[src/rtl/lcpc_pkg.sv]
`timescale 1ns / 1ps
`default_nettype none

package lcpc_pkg;

  localparam int NumLeds      = 8;
  localparam int LedW         = $clog2(NumLeds);
  localparam int NumSpeeds    = 10;
  localparam int SpeedW       = 4;
  localparam int NumStyles    = 5;
  localparam int StyleW       = 3;
  localparam int NumKeys      = 3;
  localparam int HoldW        = 9;
  localparam int ElapsedW     = 16;
  localparam int DebounceW    = 8;
  localparam int TickW        = 10;
  localparam int PeriodW      = TickW + SpeedW + 1;
  localparam int CfgIdxW      = 2;
  localparam int CfgDataW     = 10;
  localparam int RandomStride = 37;
  localparam int MaxRandomLit = 3;

  localparam int KeyRun   = 0;
  localparam int KeySpeed = 1;
  localparam int KeyStyle = 2;

  localparam logic [CfgIdxW-1:0] CFG_DEBOUNCE   = CfgIdxW'(0);
  localparam logic [CfgIdxW-1:0] CFG_SPEED_BASE = CfgIdxW'(1);
  localparam logic [CfgIdxW-1:0] CFG_SPEED_STEP = CfgIdxW'(2);

  localparam logic [StyleW-1:0] STYLE_CHASER    = StyleW'(0);
  localparam logic [StyleW-1:0] STYLE_SWEEP_OFF = StyleW'(1);
  localparam logic [StyleW-1:0] STYLE_TO_MIDDLE = StyleW'(2);
  localparam logic [StyleW-1:0] STYLE_TO_ENDS   = StyleW'(3);
  localparam logic [StyleW-1:0] STYLE_RANDOM    = StyleW'(4);

  localparam logic [DebounceW-1:0] DEBOUNCE_RESET = DebounceW'(20);
  localparam logic [TickW-1:0]     BASE_RESET     = TickW'(50);
  localparam logic [TickW-1:0]     STEP_RESET     = TickW'(50);
  localparam logic [SpeedW-1:0]    SPEED_RESET    = SpeedW'(4);

  typedef struct packed {
    logic             last_raw;
    logic             stable;
    logic [HoldW-1:0] hold;
  } key_track_t;

  function automatic logic [StyleW-1:0] next_style(input logic [StyleW-1:0] s);
    logic [StyleW:0] n;
    n = {1'b0, s} + (StyleW+1)'(1);
    if (n >= (StyleW+1)'(NumStyles)) begin
      n = n - (StyleW+1)'(NumStyles);
    end
    return n[StyleW-1:0];
  endfunction

endpackage

`default_nettype wire

[src/rtl/led_chaser_pattern_controller.sv]
// LED chaser pattern controller.
// Each input item is one millisecond tick that carries the raw levels of the run,
// speed and style keys. Items enter on in_valid_i and are accepted at a rising
// edge where in_valid_i is high and in_stall_o is low. Each accepted item yields
// exactly one result item (LED pattern, run flag, style and speed level) on
// out_valid_o in the next cycle, taken at an edge where out_stall_i is low.
// Throughput is one item per cycle unless the receiver stalls: the whole tick
// update is a single pass of logic from the state registers back into them, and
// those registers are the result register. A new item is taken while the current
// result is being taken in the same cycle. While the receiver stalls a pending
// result, the result holds and in_stall_o is raised, so no item is accepted.
// Configuration writes use cfg_valid_i and cfg_ready_o, which is always high;
// index 0 sets the debounce time, 1 the base period, 2 the per-level period
// step, and any other index is ignored. Write them only while the block is idle.
// Reset restores the register defaults (20, 50, 50), running mode, speed level
// four, style zero, all LEDs off and no pending result.
`timescale 1ns / 1ps
`default_nettype none

module led_chaser_pattern_controller
  import lcpc_pkg::*;
(
  input  wire logic                clk_i,
  input  wire logic                rst_ni,
  input  wire logic                in_valid_i,
  output logic                     in_stall_o,
  input  wire logic                run_key_i,
  input  wire logic                speed_key_i,
  input  wire logic                style_key_i,
  output logic                     out_valid_o,
  input  wire logic                out_stall_i,
  output logic [NumLeds-1:0]       led_pattern_o,
  output logic                     is_running_o,
  output logic [StyleW-1:0]        style_now_o,
  output logic [SpeedW-1:0]        speed_level_o,
  input  wire logic                cfg_valid_i,
  output logic                     cfg_ready_o,
  input  wire logic [CfgIdxW-1:0]  cfg_index_i,
  input  wire logic [CfgDataW-1:0] cfg_data_i
);

  logic                 in_accept;
  logic                 out_valid_q;
  logic [DebounceW-1:0] debounce_q;
  logic [TickW-1:0]     base_q;
  logic [TickW-1:0]     step_q;

  key_track_t           key_q [NumKeys];
  key_track_t           key_d [NumKeys];
  logic                 run_q, run_d;
  logic [SpeedW-1:0]    speed_q, speed_d;
  logic [StyleW-1:0]    style_q, style_d;
  logic [LedW-1:0]      pos_q, pos_d;
  logic                 refill_q, refill_d;
  logic [ElapsedW-1:0]  elapsed_q, elapsed_d;
  logic [LedW-1:0]      tick8_q, tick8_d;
  logic [1:0]           tick3_q, tick3_d;
  logic [NumLeds-1:0]   led_q, led_d;

  assign in_stall_o  = out_valid_q & out_stall_i;
  assign in_accept   = in_valid_i & ~in_stall_o;
  assign cfg_ready_o = 1'b1;

  assign out_valid_o   = out_valid_q;
  assign led_pattern_o = led_q;
  assign is_running_o  = run_q;
  assign style_now_o   = style_q;
  assign speed_level_o = speed_q;

  always_comb begin
    logic [NumKeys-1:0]  raw;
    logic [NumKeys-1:0]  press;
    logic [ElapsedW-1:0] el;
    logic [SpeedW:0]     speed_inc;
    logic [PeriodW-1:0]  period;
    logic [LedW-1:0]     p;
    logic [LedW:0]       p_inc;
    logic [LedW-1:0]     idx;

    raw       = {style_key_i, speed_key_i, run_key_i};
    press     = '0;
    speed_inc = '0;
    idx       = '0;

    tick8_d = tick8_q + LedW'(1);
    tick3_d = (tick3_q >= 2'd2) ? 2'd0 : tick3_q + 2'd1;
    el      = (elapsed_q == '1) ? elapsed_q : elapsed_q + ElapsedW'(1);

    for (int k = 0; k < NumKeys; k++) begin
      key_d[k] = key_q[k];
      if (raw[k] != key_q[k].last_raw) begin
        key_d[k].hold     = '0;
        key_d[k].last_raw = raw[k];
      end else if (key_q[k].hold != '1) begin
        key_d[k].hold = key_q[k].hold + HoldW'(1);
      end
      if ((key_d[k].hold > {1'b0, debounce_q}) && (raw[k] != key_q[k].stable)) begin
        key_d[k].stable = raw[k];
        press[k]        = raw[k];
      end
    end

    run_d    = run_q;
    led_d    = led_q;
    speed_d  = speed_q;
    style_d  = style_q;
    pos_d    = pos_q;
    refill_d = refill_q;

    if (press[KeyRun]) begin
      run_d = ~run_q;
      if (run_q) begin
        led_d = '0;
      end
    end
    if (press[KeySpeed]) begin
      speed_inc = {1'b0, speed_q} + (SpeedW+1)'(1);
      speed_d   = (speed_inc >= (SpeedW+1)'(NumSpeeds)) ? '0 : speed_inc[SpeedW-1:0];
    end
    if (press[KeyStyle]) begin
      style_d = next_style(style_q);
      pos_d   = '0;
    end

    period = PeriodW'(base_q) + PeriodW'(step_q) * PeriodW'(speed_d);
    p      = pos_d;
    p_inc  = {1'b0, p} + (LedW+1)'(1);
    elapsed_d = el;

    if (run_d && (el >= ElapsedW'(period))) begin
      elapsed_d = '0;
      unique case (style_d)
        STYLE_CHASER: begin
          led_d    = '0;
          led_d[p] = 1'b1;
          pos_d    = p_inc[LedW-1:0];
        end
        STYLE_SWEEP_OFF: begin
          if (refill_d) begin
            led_d    = '1;
            refill_d = 1'b0;
          end
          led_d[p] = 1'b0;
          pos_d    = p_inc[LedW-1:0];
          if (p_inc[LedW-1:0] == '0) begin
            refill_d = 1'b1;
          end
        end
        STYLE_TO_MIDDLE: begin
          led_d    = '0;
          led_d[p] = 1'b1;
          led_d[LedW'(NumLeds - 1) - p] = 1'b1;
          pos_d = (p_inc >= (LedW+1)'(NumLeds / 2)) ? '0 : p_inc[LedW-1:0];
        end
        STYLE_TO_ENDS: begin
          led_d = '0;
          if (p < LedW'(NumLeds / 2)) begin
            led_d[LedW'(NumLeds / 2 - 1) - p] = 1'b1;
            led_d[LedW'(NumLeds / 2) + p]     = 1'b1;
          end
          pos_d = (p_inc >= (LedW+1)'(NumLeds / 2)) ? '0 : p_inc[LedW-1:0];
        end
        STYLE_RANDOM: begin
          led_d = '0;
          for (int i = 0; i < MaxRandomLit; i++) begin
            idx = tick8_d + LedW'(i * RandomStride);
            if (2'(i) <= tick3_d) begin
              led_d[idx] = 1'b1;
            end
          end
        end
        default: begin
        end
      endcase
    end
  end

  always_ff @(posedge clk_i or negedge rst_ni) begin
    if (!rst_ni) begin
      debounce_q <= DEBOUNCE_RESET;
      base_q     <= BASE_RESET;
      step_q     <= STEP_RESET;
    end else if (cfg_valid_i && cfg_ready_o) begin
      unique case (cfg_index_i)
        CFG_DEBOUNCE:   debounce_q <= cfg_data_i[DebounceW-1:0];
        CFG_SPEED_BASE: base_q     <= cfg_data_i[TickW-1:0];
        CFG_SPEED_STEP: step_q     <= cfg_data_i[TickW-1:0];
        default: begin
        end
      endcase
    end
  end

  always_ff @(posedge clk_i or negedge rst_ni) begin
    if (!rst_ni) begin
      out_valid_q <= 1'b0;
    end else if (in_accept) begin
      out_valid_q <= 1'b1;
    end else if (!out_stall_i) begin
      out_valid_q <= 1'b0;
    end
  end

  always_ff @(posedge clk_i or negedge rst_ni) begin
    if (!rst_ni) begin
      for (int k = 0; k < NumKeys; k++) begin
        key_q[k] <= '0;
      end
      run_q     <= 1'b1;
      speed_q   <= SPEED_RESET;
      style_q   <= STYLE_CHASER;
      pos_q     <= '0;
      refill_q  <= 1'b1;
      elapsed_q <= '0;
      tick8_q   <= '0;
      tick3_q   <= '0;
      led_q     <= '0;
    end else if (in_accept) begin
      for (int k = 0; k < NumKeys; k++) begin
        key_q[k] <= key_d[k];
      end
      run_q     <= run_d;
      speed_q   <= speed_d;
      style_q   <= style_d;
      pos_q     <= pos_d;
      refill_q  <= refill_d;
      elapsed_q <= elapsed_d;
      tick8_q   <= tick8_d;
      tick3_q   <= tick3_d;
      led_q     <= led_d;
    end
  end

  a_stall_needs_result: assert property (@(posedge clk_i) disable iff (!rst_ni)
    in_stall_o |-> out_valid_o)
    else $error("Input stalled without a pending result.");

  a_accept_gives_result: assert property (@(posedge clk_i) disable iff (!rst_ni)
    in_accept |=> out_valid_o)
    else $error("Accepted item produced no result.");

  a_paused_leds_dark: assert property (@(posedge clk_i) disable iff (!rst_ni)
    !run_q |-> (led_q == '0))
    else $error("LEDs lit while paused.");

  a_speed_in_range: assert property (@(posedge clk_i) disable iff (!rst_ni)
    speed_q < SpeedW'(NumSpeeds))
    else $error("Speed level out of range.");

  a_style_in_range: assert property (@(posedge clk_i) disable iff (!rst_ni)
    style_q < StyleW'(NumStyles))
    else $error("Style out of range.");

endmodule

`default_nettype wire
[config.mk]
export PLATFORM = sky130hd
export DESIGN_NAME = led_chaser_pattern_controller
export DESIGN_NICKNAME = d
export VERILOG_FILES = /design/src/rtl/lcpc_pkg.sv /design/src/rtl/led_chaser_pattern_controller.sv
export SDC_FILE = /design/constraint.sdc
export NUM_CORES = 1
export LEC_CHECK = 0
export BUFFER_PORTS_ARGS = -buffer_cell sky130_fd_sc_hd__buf_2
export CORE_ASPECT_RATIO = 1.75
export CORE_MARGIN = 2
export CORE_UTILIZATION = 60
export DETAILED_ROUTE_END_ITERATION = 10
export PLACE_DENSITY = 0.78
export SLEW_MARGIN = 10
export SYNTH_ARGS = -nofsm -noshare
export SYNTH_HDL_FRONTEND = slang
export SYNTH_SLANG_ARGS = --single-unit
[constraint.sdc]
create_clock -name clk_i -period 9 [get_ports clk_i]
set_input_delay 2.25 -clock clk_i [delete_from_list [all_inputs] [get_ports clk_i]]
set_output_delay 2.25 -clock clk_i [all_outputs]
set_load 0.01 [all_outputs]
==> load_flow_metrics.sql <==
INSERT INTO impl_metrics (metric_group, metric, value, unit) VALUES
('global_routing', 'first_global_vias', '7662', ''),
('floorplan', 'die_area', '15700', 'µm²'),
('place', 'hpwlAfterDp', '15500', 'µm'),
('place', 'place_area', '9400', 'µm²'),
('logic_synthesis', 'synth_enable_flop_cells', '0', ''),
('clock_tree', 'cts_buffer_depth', '2', ''),
('critical_path', 'critical_path.most_common_cell', 'a21oi_2', ''),
('clock_tree', 'clock_tree.root_cell', 'clkbuf_16', ''),
('worst_hold_path', 'timing.hold.worst.class', 'flip-flop to flip-flop', ''),
('logic_synthesis', 'synth_top_flop_cell', 'dfrtp_1', ''),
('drt', 'via_count', '7630', ''),
('critical_path', 'critical-path-slowest-cell', 'fa_1', ''),
('clock_tree', 'numClockSinks', '103', ''),
('logic_synthesis', 'synth_seq_area_share', '29.5', '%'),
('drt', 'post_drt_wl_per_cell', '17.5', 'µm'),
('power_and_ir_drop', 'clockPowerShare', '17.0', '%'),
('logic_synthesis', 'total_nets_after_synthesis', '1121', ''),
('finish', 'layout.cell_area.non_filler', '10100', 'µm²'),
('critical_path', 'cp_data_required_time', '9230', 'ps'),
('drt', 'first_iteration_detailed_routing_drc_count', '451', ''),
('sta', 'maxClockFrequency', '0.111', 'GHz'),
('power_and_ir_drop', 'fraction_of_power_consumed_by_combinational_cells', '57.0', '%'),
('power_and_ir_drop', 'p_leak', '4.68', 'nW'),
('clock_tree', 'cts_tree', 'built', ''),
('logic_synthesis', 'ys_async_sr_fraction', '100', '%'),
('critical_path', 'delay_of_the_slowest_cell_on_the_worst_path', '610', 'ps'),
('finish', 'post_route_cells_drive_above_1_share', '22.4', '%'),
('finish', 'n_antenna_cell', '0', ''),
('drt', 'first_pass_iters', '8', ''),
('floorplan', 'start_util', '61.2', '%'),
('clock_tree', 'cts_max_level', '3', ''),
('logic_synthesis', 'post_synth_instance_area', '8800', 'µm²'),
('run', 'cap_viol_max_count', '0', ''),
('sta', 'hold_ws', '512', 'ps'),
('logic_synthesis', 'synth-warning-count', '0', ''),
('critical_path', 'setup.worst_path.end_class', 'flip-flop', ''),
('sta', 'hold_viol', '0', ''),
('floorplan', 'pin_count', '39', ''),
('finish', 'finish.utilization', '70.4', '%'),
('sta', 'post-route-min-period', '9030', 'ps'),
('logic_synthesis', 'post_synth_inst_count', '1000', ''),
('drt', 'drt_wl_total', '21800', 'µm'),
('logic_synthesis', 'syn_area_per_cell', '8.80', 'µm²'),
('place', 'place_ws', '-658', 'ps'),
('clock_tree', 'clkTransAtPathRegs', '80', 'ps'),
('power_and_ir_drop', 'cellInternalPower', '1.41', 'mW'),
('floorplan', 'die-width', '95.5', 'µm'),
('critical_path', 'path_class', 'input port to flip-flop', ''),
('clock_tree', 'cts_hold_buffers', '0', ''),
('sta', 'worst_slew_margin_rel', '45.0', '%'),
('power_and_ir_drop', 'irDropWorstVdd', '0.000182', 'V'),
('power_and_ir_drop', 'power_frac_seq', '26.0', '%'),
('floorplan', 'num_rows', '58', ''),
('finish', 'flow.area_growth_from_synthesis', '14.9', '%'),
('logic_synthesis', 'synth-seq-cells', '103', ''),
('sta', 'grt_setup_unrepaired', 'yes', ''),
('floorplan', 'die_height', '164', 'µm'),
('drt', 'remaining_drc_errors', '0', ''),
('outcome', 'result_of_the_run', 'finished with violations', ''),
('global_routing', 'global_route_wire_length_before_repair', '34900', 'µm'),
('sta', 'setup_viol_count_final', '9', ''),
('clock_tree', 'clock_network_latency_to_the_later_pin_of_the_worst_skew_pair', '360', 'ps'),
('finish', 'finalNetCount', '1184', ''),
('critical_path', 'worst-endpoint-arrival', '9270', 'ps'),
('drt', 'remaining_antenna_violation_count', '0', ''),
('sta', 'finalWorstSetupSlack', '-31.6', 'ps'),
('clock_tree', 'tritoncts.num_buffers', '9', ''),
('floorplan', 'core_region_area', '14400', 'µm²'),
('place', 'routabilityCongestion', '0.937', ''),
('outcome', 'failing_checks', 'setup timing', ''),
('logic_synthesis', 'synth.distinct_cells', '87', '');
-- placed cells by master, fill, tap and decap left out, drive strengths merged, types with 16 or more instances in the layout --
master    n
xnor2    23
and3     18
nor2b    31
dfrtp    92
nand3    36
o31ai    16
fa       25
a21oi    53
ha       76
nor2     63
nand4    18
inv      68
mux2     35
buf      89
nand2b   18
xor2     29
nor3     22
nand2   129
o21ai    56
and2     27
-- cells in the mapped netlist (20+ instances only) --
library cell  instances  area share [%]
nand2_1             127             5.4
o21ai_0              46             2.6
mux2_2               34             4.4
ha_1                 76              11
clkbuf_1             26             1.1
inv_1                64             2.7
xnor2_1              22             2.2
and2_1               25             1.8
dfrtp_1              92              26
nand3_1              35             2.0
nor3_1               20             1.1
xor2_1               29             2.9
nor2_1               62             2.6
fa_1                 25             5.7
a21oi_1              53             3.0
nor2b_1              31             2.2
-- metrics by stage --
| stage | total power, mW | instances |
|---|---|---|
| 2_1_floorplan | 1.56 | 1000 |
| 3_3_place_gp | 1.88 | 1223 |
| 3_5_place_dp | 1.93 | 1223 |
| 4_1_cts | 2.39 | 1243 |
| 5_1_grt | 2.69 | 1248 |
| 6_report | 2.49 | 1248 |
-- per-layer routing --
layer | wire [µm] | vias to the layer above | track usage, %
met2 | 12100 | 196 | 54.3
met3 | 704 | 74 | 3.12
li1 | - | 3653 | -
met1 | 7990 | 3707 | 29.7
met4 | 941 | 0 | 11.9
met5 | 0 | - | 0
-- logic make-up (layout without fill, tap and decap cells) --
family | count (synthesis) | in the layout | share of synthesized area [%]
simple gates | 383 | 383 | 22.0
xor+xnor | 52 | 52 | 5.26
fa+ha+maj | 101 | 101 | 16.5
other cells | 1 | 1 | 0.0426
mux | 36 | 36 | 4.64
buf+inv | 102 | 170 | 4.66
flops | 103 | 103 | 29.5
compound gates | 222 | 222 | 17.4
-- worst paths after layout --
check / start / to / slack (ps) / depth (start not counted)
max reg2reg: key_q[11] / led_pattern_o[6] / 100 / 40
min reg2reg: base_q[8] / base_q[8] / 510 / 1
min: base_q[8] / base_q[8] / 510 / 1
max in group asynchronous: rst_ni / style_now_o[2] / 5890 / 2
min in group asynchronous: rst_ni / key_q[7] / 1910 / 1
max: speed_key_i / led_pattern_o[6] / -30 / 36
-- repair_timing --
item                       CTS  global route
resized for setup           20            59
setup endpoints to repair   22            28
gates cloned                 1             0
pin swaps                   11            46
buffers inserted             3             6
-- registers in the layout, indices dropped and copies added, names as in the netlist --
signal	flops
style_now_o	3
pos_q	3
out_valid_o	1
debounce_q	8
step_q	10
led_pattern_o	8
tick8_q	3
base_q	10
refill_q	1
is_running_o	1
elapsed_q	16
tick3_q	2
speed_level_o	4
key_q	33
-- worst max-delay path, delay by kind of cell --
family / cells / cell delay [ps]
simple gates: 10 / 1420
xor+xnor: 2 / 300
compound gates: 13 / 2040
buf+inv: 5 / 750
fa+ha+maj: 6 / 2520
-- cell type report --
class,count,area [µm²]
clock inverter,7,88.8
tap,180,225
sequential,103,2590
clock buffer,9,225
multi-input combinational,795,6130
fill,1109,4260
timing repair buffer,89,603
inverter,65,244
-- power by group through the flow --
stage | logic (mW) | registers [mW] | clock network [mW]
2_1_floorplan | 0.948 | 0.617 | 0
3_3_place_gp | 1.23 | 0.650 | 0
3_5_place_dp | 1.27 | 0.653 | 0
4_1_cts | 1.32 | 0.644 | 0.429
5_1_grt | 1.58 | 0.663 | 0.447
6_report | 1.42 | 0.649 | 0.424
(Power assumes the default switching activity.)
